--- src/rtl/core/pram_pkg.sv ---
// shared types and constants of the packet rate anomaly monitor
`timescale 1ns / 1ps

package pram_pkg;

    // default ring depth of the history
    localparam int unsigned HISTORY_DEPTH_DEF = 64;

    // input kinds carried on s_tuser
    localparam logic [1:0] OP_PACKET = 2'd0;
    localparam logic [1:0] OP_TICK   = 2'd1;
    localparam logic [1:0] OP_CLEAR  = 2'd2;

    // register map
    localparam logic [1:0] ADDR_BIN_TICKS   = 2'd0;
    localparam logic [15:0] BIN_TICKS_RESET = 16'd100;

    // rate window constants
    localparam int unsigned RATE_CLAMP      = 255;
    localparam int unsigned RECENT_BINS     = 10;
    localparam int unsigned RSSI_BINS       = 5;
    localparam int unsigned BASE_MIN_BINS   = 15;
    localparam int unsigned STATUS_MIN_BINS = 25;
    localparam int unsigned BASE_MIN_RATE   = 4;
    localparam int unsigned LOW_FACTOR      = 3;
    localparam int unsigned HIGH_MARGIN     = 8;
    localparam int unsigned RATE_MAX        = RECENT_BINS * RATE_CLAMP;

    // shared divider: one quotient bit per cycle
    localparam int unsigned DIV_W   = 24;
    localparam int unsigned DEN_W   = 16;

    // result status codes
    typedef enum logic [1:0] {
        ST_IDLE   = 2'd0,
        ST_NORMAL = 2'd1,
        ST_LOW    = 2'd2,
        ST_HIGH   = 2'd3
    } status_t;

    // result word, first field in the highest bits
    typedef struct packed {
        status_t     status;
        logic [6:0]  bins_filled;
        logic [7:0]  recent_rssi;
        logic [11:0] baseline_rate;
        logic [11:0] recent_rate;
    } result_t;

    localparam int unsigned RESULT_W = $bits(result_t);
    localparam int unsigned TDATA_W  = 48;

endpackage

--- src/rtl/core/packet_rate_anomaly_monitor.sv ---
// packet rate anomaly monitor: bin counters, history ring memory and rate report
//
//   channel  | direction | transfer content
//   s_*      | in        | tuser opcode, tdata rssi
//   m_*      | out       | tdata recent/baseline rate, recent rssi, bins filled, status
//   apb      | in/out    | bin_ticks register at address 0
//
// one item at a time: a packet, an unused opcode or a tick that keeps the bin open runs a
// walk of up to ten history reads and then the baseline division; a tick that closes a bin
// first runs the bin mean division and the ring write; the 24-step shared divider serves both,
// and the baseline division is skipped while at most fifteen bins are filled.
// aresetn is synchronous; history is not swept, a fill count masks stale entries.
// input is taken again while a finished result still waits in the output register;
// a stalled m_tready only holds the block in its last cycle.
`timescale 1ns / 1ps

module packet_rate_anomaly_monitor #(
    parameter int unsigned HISTORY_DEPTH = pram_pkg::HISTORY_DEPTH_DEF
) (
    input  logic        aclk,
    input  logic        aresetn,
    // input stream
    input  logic        s_tvalid,
    output logic        s_tready,
    input  logic [7:0]  s_tdata,   // [7:0] rssi
    input  logic [1:0]  s_tuser,   // [1:0] opcode
    // result stream
    output logic        m_tvalid,
    input  logic        m_tready,
    output logic [47:0] m_tdata,   // [11:0] recent_rate, [23:12] baseline_rate,
                                   // [31:24] recent_rssi, [38:32] bins_filled,
                                   // [40:39] status, rest zero
    // configuration
    input  logic        psel,
    input  logic        penable,
    input  logic        pwrite,
    input  logic [1:0]  paddr,
    input  logic [31:0] pwdata,
    output logic [31:0] prdata,
    output logic        pready
);
    import pram_pkg::*;

    localparam int unsigned PW = $clog2(HISTORY_DEPTH);
    localparam int unsigned FW = $clog2(HISTORY_DEPTH + 1);
    localparam int unsigned TW = $clog2(RATE_CLAMP * HISTORY_DEPTH + 1);

    typedef enum logic [5:0] {
        S_IDLE  = 6'b000001,
        S_DIV   = 6'b000010,
        S_WRITE = 6'b000100,
        S_WALK  = 6'b001000,
        S_BDIV  = 6'b010000,
        S_DONE  = 6'b100000
    } state_t;

    state_t state_reg, state_next;

    logic [15:0]   bin_ticks_reg, bin_ticks_next;
    logic [PW-1:0] wp_reg, wp_next;
    logic          full_reg, full_next;
    logic [15:0]   pkt_cnt_reg, pkt_cnt_next;
    logic [15:0]   rssi_cnt_reg, rssi_cnt_next;
    logic [23:0]   rssi_sum_reg, rssi_sum_next;
    logic [15:0]   tick_reg, tick_next;
    logic [TW-1:0] total_reg, total_next;

    logic [DIV_W-1:0] div_q_reg, div_q_next;
    logic [DEN_W-1:0] div_rem_reg, div_rem_next;
    logic [DEN_W-1:0] div_den_reg, div_den_next;
    logic [4:0]       div_cnt_reg, div_cnt_next;

    logic [3:0]  age_reg, age_next;
    logic        rd_valid_reg, rd_valid_next;
    logic [3:0]  rd_age_reg, rd_age_next;
    logic [11:0] recent_reg, recent_next;
    logic [7:0]  rr_reg, rr_next;
    logic        rr_found_reg, rr_found_next;
    logic [11:0] base_reg, base_next;

    logic                m_tvalid_reg, m_tvalid_next;
    logic [TDATA_W-1:0]  m_tdata_reg, m_tdata_next;

    // history ring: {rate, mean rssi} per bin
    logic [15:0]   hist_mem [HISTORY_DEPTH];
    logic [15:0]   mem_rd_reg;
    logic          mem_we;
    logic [15:0]   mem_wdata;
    logic [PW-1:0] rd_addr;

    logic        cfg_we;
    logic        s_accept;
    logic [15:0] bin_len;
    logic [16:0] tick_inc;

    logic [DEN_W:0]   rem_sh;
    logic             div_ge;
    logic [DEN_W-1:0] rem_step;
    logic [DIV_W-1:0] q_step;
    logic             div_last;

    logic [FW-1:0] filled;
    logic [3:0]    n_walk;
    logic [PW:0]   slot_sum;
    logic [PW-1:0] slot_idx;
    logic [7:0]    rd_rate;
    logic [7:0]    rd_rssi;
    logic [7:0]    cnt8;
    logic [7:0]    q8;
    logic [7:0]    avg8;
    logic [23:0]   sum_mag;
    logic [TW-1:0] base_sum;
    logic [TW+3:0] base_x10;
    logic [13:0]   recent_x3;
    logic [13:0]   base_x2p8;
    status_t       status;
    result_t       res;
    logic          walk_init;

    assign pready   = 1'b1;
    assign prdata   = (paddr == ADDR_BIN_TICKS) ? {16'd0, bin_ticks_reg} : 32'd0;
    assign cfg_we   = psel && penable && pwrite && pready && (paddr == ADDR_BIN_TICKS);
    assign s_tready = (state_reg == S_IDLE);
    assign s_accept = s_tvalid && s_tready;
    assign m_tvalid = m_tvalid_reg;
    assign m_tdata  = m_tdata_reg;

    // bin length and tick increment
    assign bin_len  = (bin_ticks_reg == 16'd0) ? 16'd1 : bin_ticks_reg;
    assign tick_inc = {1'b0, tick_reg} + 17'd1;

    // one restoring division step
    assign rem_sh   = {div_rem_reg, div_q_reg[DIV_W-1]};
    assign div_ge   = (rem_sh >= {1'b0, div_den_reg});
    assign rem_step = div_ge ? DEN_W'(rem_sh - {1'b0, div_den_reg}) : rem_sh[DEN_W-1:0];
    assign q_step   = {div_q_reg[DIV_W-2:0], div_ge};
    assign div_last = (div_cnt_reg == 5'(DIV_W - 1));

    // fill count and walk address
    assign filled   = full_reg ? FW'(HISTORY_DEPTH) : FW'(wp_reg);
    assign n_walk   = (filled < FW'(RECENT_BINS)) ? 4'(filled) : 4'(RECENT_BINS);
    assign slot_sum = {1'b0, wp_reg} + (PW+1)'(HISTORY_DEPTH - 1) - (PW+1)'(age_reg);
    assign slot_idx = (slot_sum >= (PW+1)'(HISTORY_DEPTH))
                    ? PW'(slot_sum - (PW+1)'(HISTORY_DEPTH)) : slot_sum[PW-1:0];
    assign rd_addr  = (state_reg == S_WALK) ? slot_idx : wp_reg;
    assign rd_rate  = mem_rd_reg[15:8];
    assign rd_rssi  = mem_rd_reg[7:0];

    // closing bin: clamped count and mean rounded toward zero
    assign cnt8      = (pkt_cnt_reg > 16'(RATE_CLAMP)) ? 8'(RATE_CLAMP) : pkt_cnt_reg[7:0];
    assign sum_mag   = rssi_sum_reg[23] ? (~rssi_sum_reg + 24'd1) : rssi_sum_reg;
    assign q8        = div_q_reg[7:0];
    assign avg8      = (rssi_cnt_reg == 16'd0) ? 8'd0
                     : (rssi_sum_reg[23] ? (~q8 + 8'd1) : q8);
    assign mem_wdata = {cnt8, avg8};

    // baseline dividend: older-bin sum times ten
    assign base_sum = total_reg - TW'(recent_reg);
    assign base_x10 = {1'b0, base_sum, 3'b000} + {3'b000, base_sum, 1'b0};

    // status compare
    assign recent_x3 = {2'b00, recent_reg} + {1'b0, recent_reg, 1'b0};
    assign base_x2p8 = {1'b0, base_reg, 1'b0} + 14'(HIGH_MARGIN);

    always_comb begin
        if (filled < FW'(STATUS_MIN_BINS) || base_reg < 12'(BASE_MIN_RATE)) begin
            status = ST_IDLE;
        end else if (recent_x3 < {2'b00, base_reg}) begin
            status = ST_LOW;
        end else if ({2'b00, recent_reg} > base_x2p8) begin
            status = ST_HIGH;
        end else begin
            status = ST_NORMAL;
        end
    end

    assign res.status        = status;
    assign res.bins_filled   = 7'(filled);
    assign res.recent_rssi   = rr_reg;
    assign res.baseline_rate = base_reg;
    assign res.recent_rate   = recent_reg;

    // sequencer and datapath next state
    always_comb begin
        state_next     = state_reg;
        bin_ticks_next = cfg_we ? pwdata[15:0] : bin_ticks_reg;
        wp_next        = wp_reg;
        full_next      = full_reg;
        pkt_cnt_next   = pkt_cnt_reg;
        rssi_cnt_next  = rssi_cnt_reg;
        rssi_sum_next  = rssi_sum_reg;
        tick_next      = tick_reg;
        total_next     = total_reg;
        div_q_next     = div_q_reg;
        div_rem_next   = div_rem_reg;
        div_den_next   = div_den_reg;
        div_cnt_next   = div_cnt_reg;
        age_next       = age_reg;
        rd_valid_next  = rd_valid_reg;
        rd_age_next    = rd_age_reg;
        recent_next    = recent_reg;
        rr_next        = rr_reg;
        rr_found_next  = rr_found_reg;
        base_next      = base_reg;
        m_tvalid_next  = m_tvalid_reg && !m_tready;
        m_tdata_next   = m_tdata_reg;
        mem_we         = 1'b0;
        walk_init      = 1'b0;

        unique case (state_reg)
            S_IDLE: begin
                if (s_accept) begin
                    walk_init  = 1'b1;
                    state_next = S_WALK;
                    case (s_tuser)
                        OP_PACKET: begin
                            if (pkt_cnt_reg != 16'hFFFF) begin
                                pkt_cnt_next = pkt_cnt_reg + 16'd1;
                            end
                            if (rssi_cnt_reg != 16'hFFFF) begin
                                rssi_cnt_next = rssi_cnt_reg + 16'd1;
                                rssi_sum_next = rssi_sum_reg
                                              + {{16{s_tdata[7]}}, s_tdata};
                            end
                        end
                        OP_TICK: begin
                            if (tick_inc >= {1'b0, bin_len}) begin
                                tick_next    = 16'd0;
                                div_q_next   = sum_mag;
                                div_rem_next = '0;
                                div_den_next = rssi_cnt_reg;
                                div_cnt_next = '0;
                                state_next   = S_DIV;
                            end else begin
                                tick_next = tick_inc[15:0];
                            end
                        end
                        OP_CLEAR: begin
                            wp_next       = '0;
                            full_next     = 1'b0;
                            pkt_cnt_next  = '0;
                            rssi_cnt_next = '0;
                            rssi_sum_next = '0;
                            tick_next     = '0;
                            total_next    = '0;
                        end
                        default: ;
                    endcase
                end
            end
            S_DIV: begin
                div_q_next   = q_step;
                div_rem_next = rem_step;
                div_cnt_next = div_cnt_reg + 5'd1;
                if (div_last) begin
                    state_next = S_WRITE;
                end
            end
            S_WRITE: begin
                // mem_rd_reg holds the entry about to be overwritten
                mem_we        = 1'b1;
                total_next    = total_reg - (full_reg ? TW'(rd_rate) : TW'(0)) + TW'(cnt8);
                wp_next       = (wp_reg == PW'(HISTORY_DEPTH - 1)) ? '0 : wp_reg + PW'(1);
                full_next     = full_reg || (wp_reg == PW'(HISTORY_DEPTH - 1));
                pkt_cnt_next  = '0;
                rssi_cnt_next = '0;
                rssi_sum_next = '0;
                walk_init     = 1'b1;
                state_next    = S_WALK;
            end
            S_WALK: begin
                // issue one read per cycle, newest bin first
                if (age_reg < n_walk) begin
                    rd_valid_next = 1'b1;
                    rd_age_next   = age_reg;
                    age_next      = age_reg + 4'd1;
                end else begin
                    rd_valid_next = 1'b0;
                end
                if (rd_valid_reg) begin
                    recent_next = recent_reg + {4'd0, rd_rate};
                    if (rd_age_reg < 4'(RSSI_BINS) && !rr_found_reg && rd_rssi != 8'd0) begin
                        rr_next       = rd_rssi;
                        rr_found_next = 1'b1;
                    end
                end
                if (age_reg >= n_walk && !rd_valid_reg) begin
                    if (filled > FW'(BASE_MIN_BINS)) begin
                        div_q_next   = DIV_W'(base_x10);
                        div_rem_next = '0;
                        div_den_next = DEN_W'(filled - FW'(RECENT_BINS));
                        div_cnt_next = '0;
                        state_next   = S_BDIV;
                    end else begin
                        base_next  = '0;
                        state_next = S_DONE;
                    end
                end
            end
            S_BDIV: begin
                div_q_next   = q_step;
                div_rem_next = rem_step;
                div_cnt_next = div_cnt_reg + 5'd1;
                if (div_last) begin
                    base_next  = q_step[11:0];
                    state_next = S_DONE;
                end
            end
            S_DONE: begin
                if (!m_tvalid_reg || m_tready) begin
                    m_tvalid_next = 1'b1;
                    m_tdata_next  = {(TDATA_W - RESULT_W)'(0), res};
                    state_next    = S_IDLE;
                end
            end
            default: begin
                state_next = S_IDLE;
            end
        endcase

        // fresh walk accumulators
        if (walk_init) begin
            age_next      = '0;
            rd_valid_next = 1'b0;
            recent_next   = '0;
            rr_next       = '0;
            rr_found_next = 1'b0;
        end
    end

    // history memory, one write and one registered read port
    always_ff @(posedge aclk) begin
        if (mem_we) begin
            hist_mem[wp_reg] <= mem_wdata;
        end
        mem_rd_reg <= hist_mem[rd_addr];
    end

    // control state
    always_ff @(posedge aclk) begin
        if (!aresetn) begin
            state_reg     <= S_IDLE;
            bin_ticks_reg <= BIN_TICKS_RESET;
            wp_reg        <= '0;
            full_reg      <= 1'b0;
            pkt_cnt_reg   <= '0;
            rssi_cnt_reg  <= '0;
            rssi_sum_reg  <= '0;
            tick_reg      <= '0;
            total_reg     <= '0;
            div_cnt_reg   <= '0;
            age_reg       <= '0;
            rd_valid_reg  <= 1'b0;
            rr_found_reg  <= 1'b0;
            m_tvalid_reg  <= 1'b0;
        end else begin
            state_reg     <= state_next;
            bin_ticks_reg <= bin_ticks_next;
            wp_reg        <= wp_next;
            full_reg      <= full_next;
            pkt_cnt_reg   <= pkt_cnt_next;
            rssi_cnt_reg  <= rssi_cnt_next;
            rssi_sum_reg  <= rssi_sum_next;
            tick_reg      <= tick_next;
            total_reg     <= total_next;
            div_cnt_reg   <= div_cnt_next;
            age_reg       <= age_next;
            rd_valid_reg  <= rd_valid_next;
            rr_found_reg  <= rr_found_next;
            m_tvalid_reg  <= m_tvalid_next;
        end
    end

    // payload registers
    always_ff @(posedge aclk) begin
        div_q_reg   <= div_q_next;
        div_rem_reg <= div_rem_next;
        div_den_reg <= div_den_next;
        rd_age_reg  <= rd_age_next;
        recent_reg  <= recent_next;
        rr_reg      <= rr_next;
        base_reg    <= base_next;
        m_tdata_reg <= m_tdata_next;
    end

endmodule

--- config.mk ---
export PLATFORM = sky130hd
export DESIGN_NAME = packet_rate_anomaly_monitor
export DESIGN_NICKNAME = d
export VERILOG_FILES = /design/src/rtl/core/pram_pkg.sv /design/src/rtl/core/packet_rate_anomaly_monitor.sv
export SDC_FILE = /design/constraint.sdc
export NUM_CORES = 2
export LEC_CHECK = 0
export BUFFER_PORTS_ARGS = -buffer_cell sky130_fd_sc_hd__buf_2
export CAP_MARGIN = 20
export CORE_MARGIN = 8
export CORE_UTILIZATION = 30
export DETAILED_ROUTE_END_ITERATION = 10
export PLACE_DENSITY = 0.54
export SYNTH_ARGS = -nofsm -noshare
export SYNTH_HDL_FRONTEND = slang
export SYNTH_SLANG_ARGS = --single-unit
--- constraint.sdc ---
create_clock -name aclk -period 4.9 [get_ports aclk]
set_clock_uncertainty 0.15 [all_clocks]
set_input_delay 0.245 -clock aclk [delete_from_list [all_inputs] [get_ports aclk]]
set_output_delay 0.245 -clock aclk [all_outputs]
set_load 0.05 [all_outputs]
---- Yosys cells after proc, flatten, opt, wreduce, memory -nomap -nowiden ----
Memories as Yosys holds them, arrays and structs flattened. A register that Yosys moved wholly into a read port is not among the register bits.
Cells that the tools add are included.
operators by class
  equal/unequal tests ..................... 25
  bitwise logic cells ..................... 3
  reductions and logical operators ........ 40
  $lt $le $gt $ge ......................... 13
  mux-type cells .......................... 83
  add/subtract/negate cells ............... 21
operator list
  operator                 count
  $mux W16                 18
  $mux W24                 8
  $pmux W16 S2             6
  $pmux W24 S2             2
  $pmux W24 S3             1
  $mux W6                  11
  $pmux W16 S3             1
  $mux W12                 3
  $pmux W6 S6              1
  $ge A17 B16 Y1           2
  $add A16 B1 Y16 const B  2
  $logic_not A16 Y1        2
  $mux W8                  4
  $ne A16 B16 Y1 const B   2
  $mux W14                 2
  $pmux W14 S2             1
  $mux W5                  5
  $add A24 B1 Y24 const B  1
  $add A24 B24 Y24         1
  $not A24 Y24             1
  $pmux W12 S2             1
  $add A17 B15 Y18         1
  $add A16 B1 Y17 const B  1
  $gt A16 B8 Y1 const B    1
  60 further kinds         107
storage, ports and cells
  flip-flop bits (word level) ............. 260
  logic and storage cells ................. 210
  bits in writable memories ............... 1,024
  memories kept ........................... 1
  output and inout port bits .............. 83
  input bits .............................. 51
memories
  memory    depth  width  rd ports  clocked after memory_dff  wr ports  RTL line                           RTL
  hist_mem  64     16     1         1                         1         packet_rate_anomaly_monitor.sv:85  logic [15:0] hist_mem [HISTORY_DEPTH];

---- Depth between registers and ports, before layout ----
  depth in word-level cells ............... 7
  mapped depth ............................ 20
  depth with buffers taken out ............ 20

---- Worst setup path before layout ----
Ideal clock, no wire load.
  path kind ............................... reg2reg
  start point ............................. reg tick_reg[0]
  end point ............................... reg div_q_reg[0] (enable)
  data arrival time ....................... 3.813 ns
  cell stages (with the launch flop) ...... 16
  clock period less this slack ............ 4.358 ns
  slack ................................... 0.542 ns
  data required time ...................... 4.356 ns
  buffers on the path ..................... 1
  library setup time ...................... 0.394 ns
  path through ............................ dfxtp_1 and3_1 and3_1 clkbuf_1 nand3_1 nor2_1 nand3_1 xnor2_1 ha_1 nand4_1 nor4_1 a311o_1 nor2_1 a211oi_2 o21ai_1 inv_1
on the way
  cells in the longest elaborated chain, start to end .. 4
RTL lines
  what                                RTL line                            RTL
  start: declaration                  packet_rate_anomaly_monitor.sv:65   logic [15:0] tick_reg, tick_next;
  start signal: assignment            packet_rate_anomaly_monitor.sv:364  tick_reg <= tick_next;
  $add A16 B1 Y17                     packet_rate_anomaly_monitor.sv:130  assign tick_inc = {1'b0, tick_reg} + 17'd1;
  $ge A17 B16 Y1                      packet_rate_anomaly_monitor.sv:227  if (tick_inc >= {1'b0, bin_len}) begin
  $ne A2 B1 Y1 (no source line)       --
  $reduce_and A6 Y1 (no source line)  --
  end signal: assignment              packet_rate_anomaly_monitor.sv:376  div_q_reg <= div_q_next;
  end: declaration                    packet_rate_anomaly_monitor.sv:68   logic [DIV_W-1:0] div_q_reg, div_q_next;
Every way passes these cells.
A chain may end at the register's enable or synchronous reset.

---- Worst setup path after layout ----
  start point ............................. reg recent_reg[1]
  end point ............................... reg div_q_reg[16] (data pin)
on the way
  cells in the longest elaborated chain, start to end .. 5
RTL lines
  what                      RTL line                            RTL
  start: declaration        packet_rate_anomaly_monitor.sv:76   logic [11:0] recent_reg, recent_next;
  start signal: assignment  packet_rate_anomaly_monitor.sv:380  recent_reg <= recent_next;
  $sub A14 B12 Y14          packet_rate_anomaly_monitor.sv:158  assign base_sum = total_reg - TW'(recent_reg);
  $add A17 B15 Y18          packet_rate_anomaly_monitor.sv:159  assign base_x10 = {1'b0, base_sum, 3'b000} + {3'b000, base_sum, 1'b0};
  $mux W24                  packet_rate_anomaly_monitor.sv:288  if (filled > FW'(BASE_MIN_BINS)) begin
  $mux W24                  packet_rate_anomaly_monitor.sv:287  if (age_reg >= n_walk && !rd_valid_reg) begin
  $pmux W24 S3              packet_rate_anomaly_monitor.sv:210  unique case (state_reg)
  named net div_q_next[16]  packet_rate_anomaly_monitor.sv:68
The timed path passes the listed nets, and every way through them passes these cells. The select of a mux whose other input is x is not followed.

==> results.yml <==
pwr:
  p_int_mw: 19.4
  power_mw: 26.6
  p_seq_share_pct: 47.6
  power_frac_comb_pct: 14.1
  swShare_pct: 26.9
  ir_drop_uv: 378
  clock_power_share_pct: 38.4
  p_leak_nw: 24.9
  netSwitchingPower_mw: 7.16
  powerDensity_nw_per_um2: 387
place:
  dp.cells: 7826
  place.gp.congestion: 0.856
  place_ws_ps: 508
  dpl.hpwl_mm: 106
  portBuffers: 93
floorplanning:
  dieHeight_um: 459
  start_util_pct: 30.2
  placementRows: 162
  core_um2: 195000
  fp.dieW_um: 459
  ios: 134
  dieArea_um2: 211000
setup_path:
  r2r-end: "div_q_reg[16]"
  critPathMaxFanout: 7
  critPathLaunchType: "flop"
  path_class: "flop to flop"
  r2r_start: "recent_reg[1]"
  startpoint: "recent_reg[1]"
  reg2reg_slack_ps: 440
  critPathRequiredTime_ps: 5360
  end_kind: "flop"
  cp_data_arrival_time_ps: 4920
  rr_worst_depth: 16
global_route:
  met2_usage_pct: 25.4
  grt-busiest-layer: "met2"
  grt_util_met1_pct: 21.4
  grt_pass1_vias: 39400
  track_usage_pct: 15.5
  grt_max_degree: 69
  grt_use_met3_pct: 2.60
  grt-ovfl-total: 0
  grt_antenna_before_repair: 14
  grt_pass1_wl_mm: 253
yosys:
  ys_top_cells_by_area: "edfxtp_1 58%, nand2_1 7.5%, dfxtp_1 5.5%"
  synth_seq_cells: 1300
  yosys.area_share.simple_pct: 17.6
  yosysTopAreaCellShare_pct: 57.9
  ys_warn_count: 0
  syn_area_um2: 58900
  synth-edff-count: 1137
  synth_cells: 5155
  synthAdderAreaFrac_pct: 3.91
  synth.most_common_cell: "nand2_1"
  synth_compound_area_share_pct: 8.02
  synth_top_area_cell: "edfxtp_1"
  ys_async_sr_fraction_pct: 0
  syn_area_per_cell_um2: 11.4
  synth_mux_area_share_pct: 1.04
  synth_xor_area_share_pct: 2.42
  ys.flop_type: "edfxtp_1"
  synthTopCellsByCount: "1,182 x nand2_1, 1,137 x edfxtp_1, 564 x nand3_1"
  synth_top_family_by_area: "simple AND/OR/NAND/NOR gates"
  yosysSeqAreaShare_pct: 63.5
  synthDistinctLibCells: 95
sta:
  tightest_slew_ps: 1070
  finalCritPeriodShare_pct: 91.0
  period_needed_ps: 4460
  holdWs_ps: 136
  finalSetupTns_ps: 0
  hold_viol_final: 0
  drv_slew: 0
  slew_headroom_pct: 28.2
  rsz0062_at_grt: "no"
  setup_viol: 0
  timing.fmax_ghz: 0.224
  setup_ws_ps: 441
min_path:
  hold_path_startpoint: "s_tdata[7]"
  hold_path.class: "input port to flop"
  min_to: "rssi_sum_reg[23]"
  hold_depth: 4
cts:
  clk_path_buf_depth: 3
  postCtsSetupBuffers: 0
  tritoncts: "built"
  htreeDepth: 4
  cts.sinks: 1300
  clkTransAtPathRegs_ps: 60
  clk_latency_ps: 770
  cts_made_buffers: 138
  root_buffer: "clkbuf_16"
flow_run:
  max_cap_viol_count: 0
finish:
  finalNetCount: 5626
  final_cells: 8141
  largest_register_ffs: 1024
  areaGrowthSynthToFinish_pct: 16.7
  drive_above_1_share_pct: 11.1
detailed_routing:
  totalWireLength_mm: 170
  antenna_left: 0
  drtIter0Drc: 3834
  vias_per_cell: 5.06
  vias: 41200
  first_pass_iters: 5
  drc: 0
  avgRoutedWirePerCell_um: 20.8
status:
  status: "completed"
-- cell type report --
class                           count  area (µm²)
Fill cell                       19200      126000
Tap cell                         2624        3280
Antenna cell                        3        7.51
Timing Repair Buffer              402        3380
Clock inverter                     68         596
Inverter                          161         604
Sequential cell                  1300       37400
Multi-Input combinational cell   3397       19700
Clock buffer                      186        3780
-- cell families after synthesis --
kind of cell | after synthesis
AND/OR/NAND/NOR | 2341
flip-flops | 1300
AO/OA/AOI/OAI | 654
buffers and inverters | 480
adder cells (fa/ha/maj) | 175
XOR/XNOR | 162
multiplexers | 41
other | 2
-- how the worst max path moves through the flow --
stage                    endpoint  slack (ps)  cells after the start
CTS                   m_tdata[39]         500                     20
global placement      m_tdata[39]         450                     20
global route          m_tdata[39]          30                     19
floorplan            div_q_reg[0]         540                     15
detailed placement  div_q_reg[16]         510                     16
finish              div_q_reg[16]         440                     16
-- metal layers --
metal | up-vias | wire [µm]
met5 | - | 46
met4 | 6 | 3780
met3 | 247 | 11400
met2 | 1303 | 79100
met1 | 20500 | 75300
li1 | 19100 | -
-- worst max-delay path, cell delays in order, from the launching register on --
cell	delay, ps
dfxtp_1	500
inv_1	210
ha_1	300
nor2b_1	160
o31a_1	320
o311ai_4	290
a31oi_1	200
a21o_1	240
a311oi_1	330
xnor2_1	170
inv_1	110
ha_1	360
and3_1	180
a21oi_1	210
o311ai_2	150
and3_1	220
o31ai_2	200
-- metrics by stage --
| step | cell area [µm²] | utilization, % |
|---|---|---|
| 6_report | 68800 | 35.3 |
| 5_1_grt | 68800 | 35.3 |
| 4_1_cts | 68700 | 35.3 |
| 3_5_place_dp | 63800 | 32.7 |
| 3_3_place_gp | 63800 | 32.7 |
| 2_1_floorplan | 59000 | - |
-- timing repair --
item	CTS	global route
resized for setup	0	0
hold buffers	56	0
hold endpoints to repair	47	0
-- power groups by stage --
stage / Sequential, mW / Combinational [mW] / Clock [mW]
4_1_cts: 12.6 / 3.75 / 10.4
6_report: 12.7 / 3.74 / 10.2
2_1_floorplan: 12.8 / 2.15 / 0
3_5_place_dp: 12.9 / 3.70 / 0
5_1_grt: 12.7 / 4.04 / 10.8
3_3_place_gp: 12.9 / 3.66 / 0
-- cells in the final DEF (no fill, tap or decap), types with 15 or more instances in the layout --
master / netlist / final
a21oi_1: 94 / 94
conb_1: 2 / 24
a22o_1: 21 / 21
nor3_1: 48 / 48
nor4_1: 19 / 19
nand4_1: 26 / 26
xnor2_1: 82 / 81
nor2_1: 248 / 240
dlygate4sd3_1: 0 / 56
mux4_2: 16 / 16
nand2b_1: 21 / 21
nand2_1: 1182 / 1181
clkbuf_1: 178 / 37
buf_4: 26 / 216
buf_12: 0 / 36
a22oi_1: 27 / 27
edfxtp_1: 1137 / 1137
nand3_1: 564 / 564
xor2_1: 79 / 78
fa_1: 15 / 15
a21o_1: 47 / 47
clkinv_1: 1 / 33
a21boi_0: 27 / 27
o31ai_1: 15 / 15
nor2b_1: 58 / 57
buf_2: 101 / 93
clkbuf_16: 0 / 141
ha_1: 160 / 160
a311oi_1: 130 / 130
a31oi_1: 75 / 75
dfxtp_1: 163 / 163
and3_1: 87 / 87
o21ai_0: 92 / 90
and2_1: 31 / 31
inv_1: 158 / 151
a211oi_1: 17 / 16
mux2i_1: 24 / 23
Power figures use the tool's default switching activity.
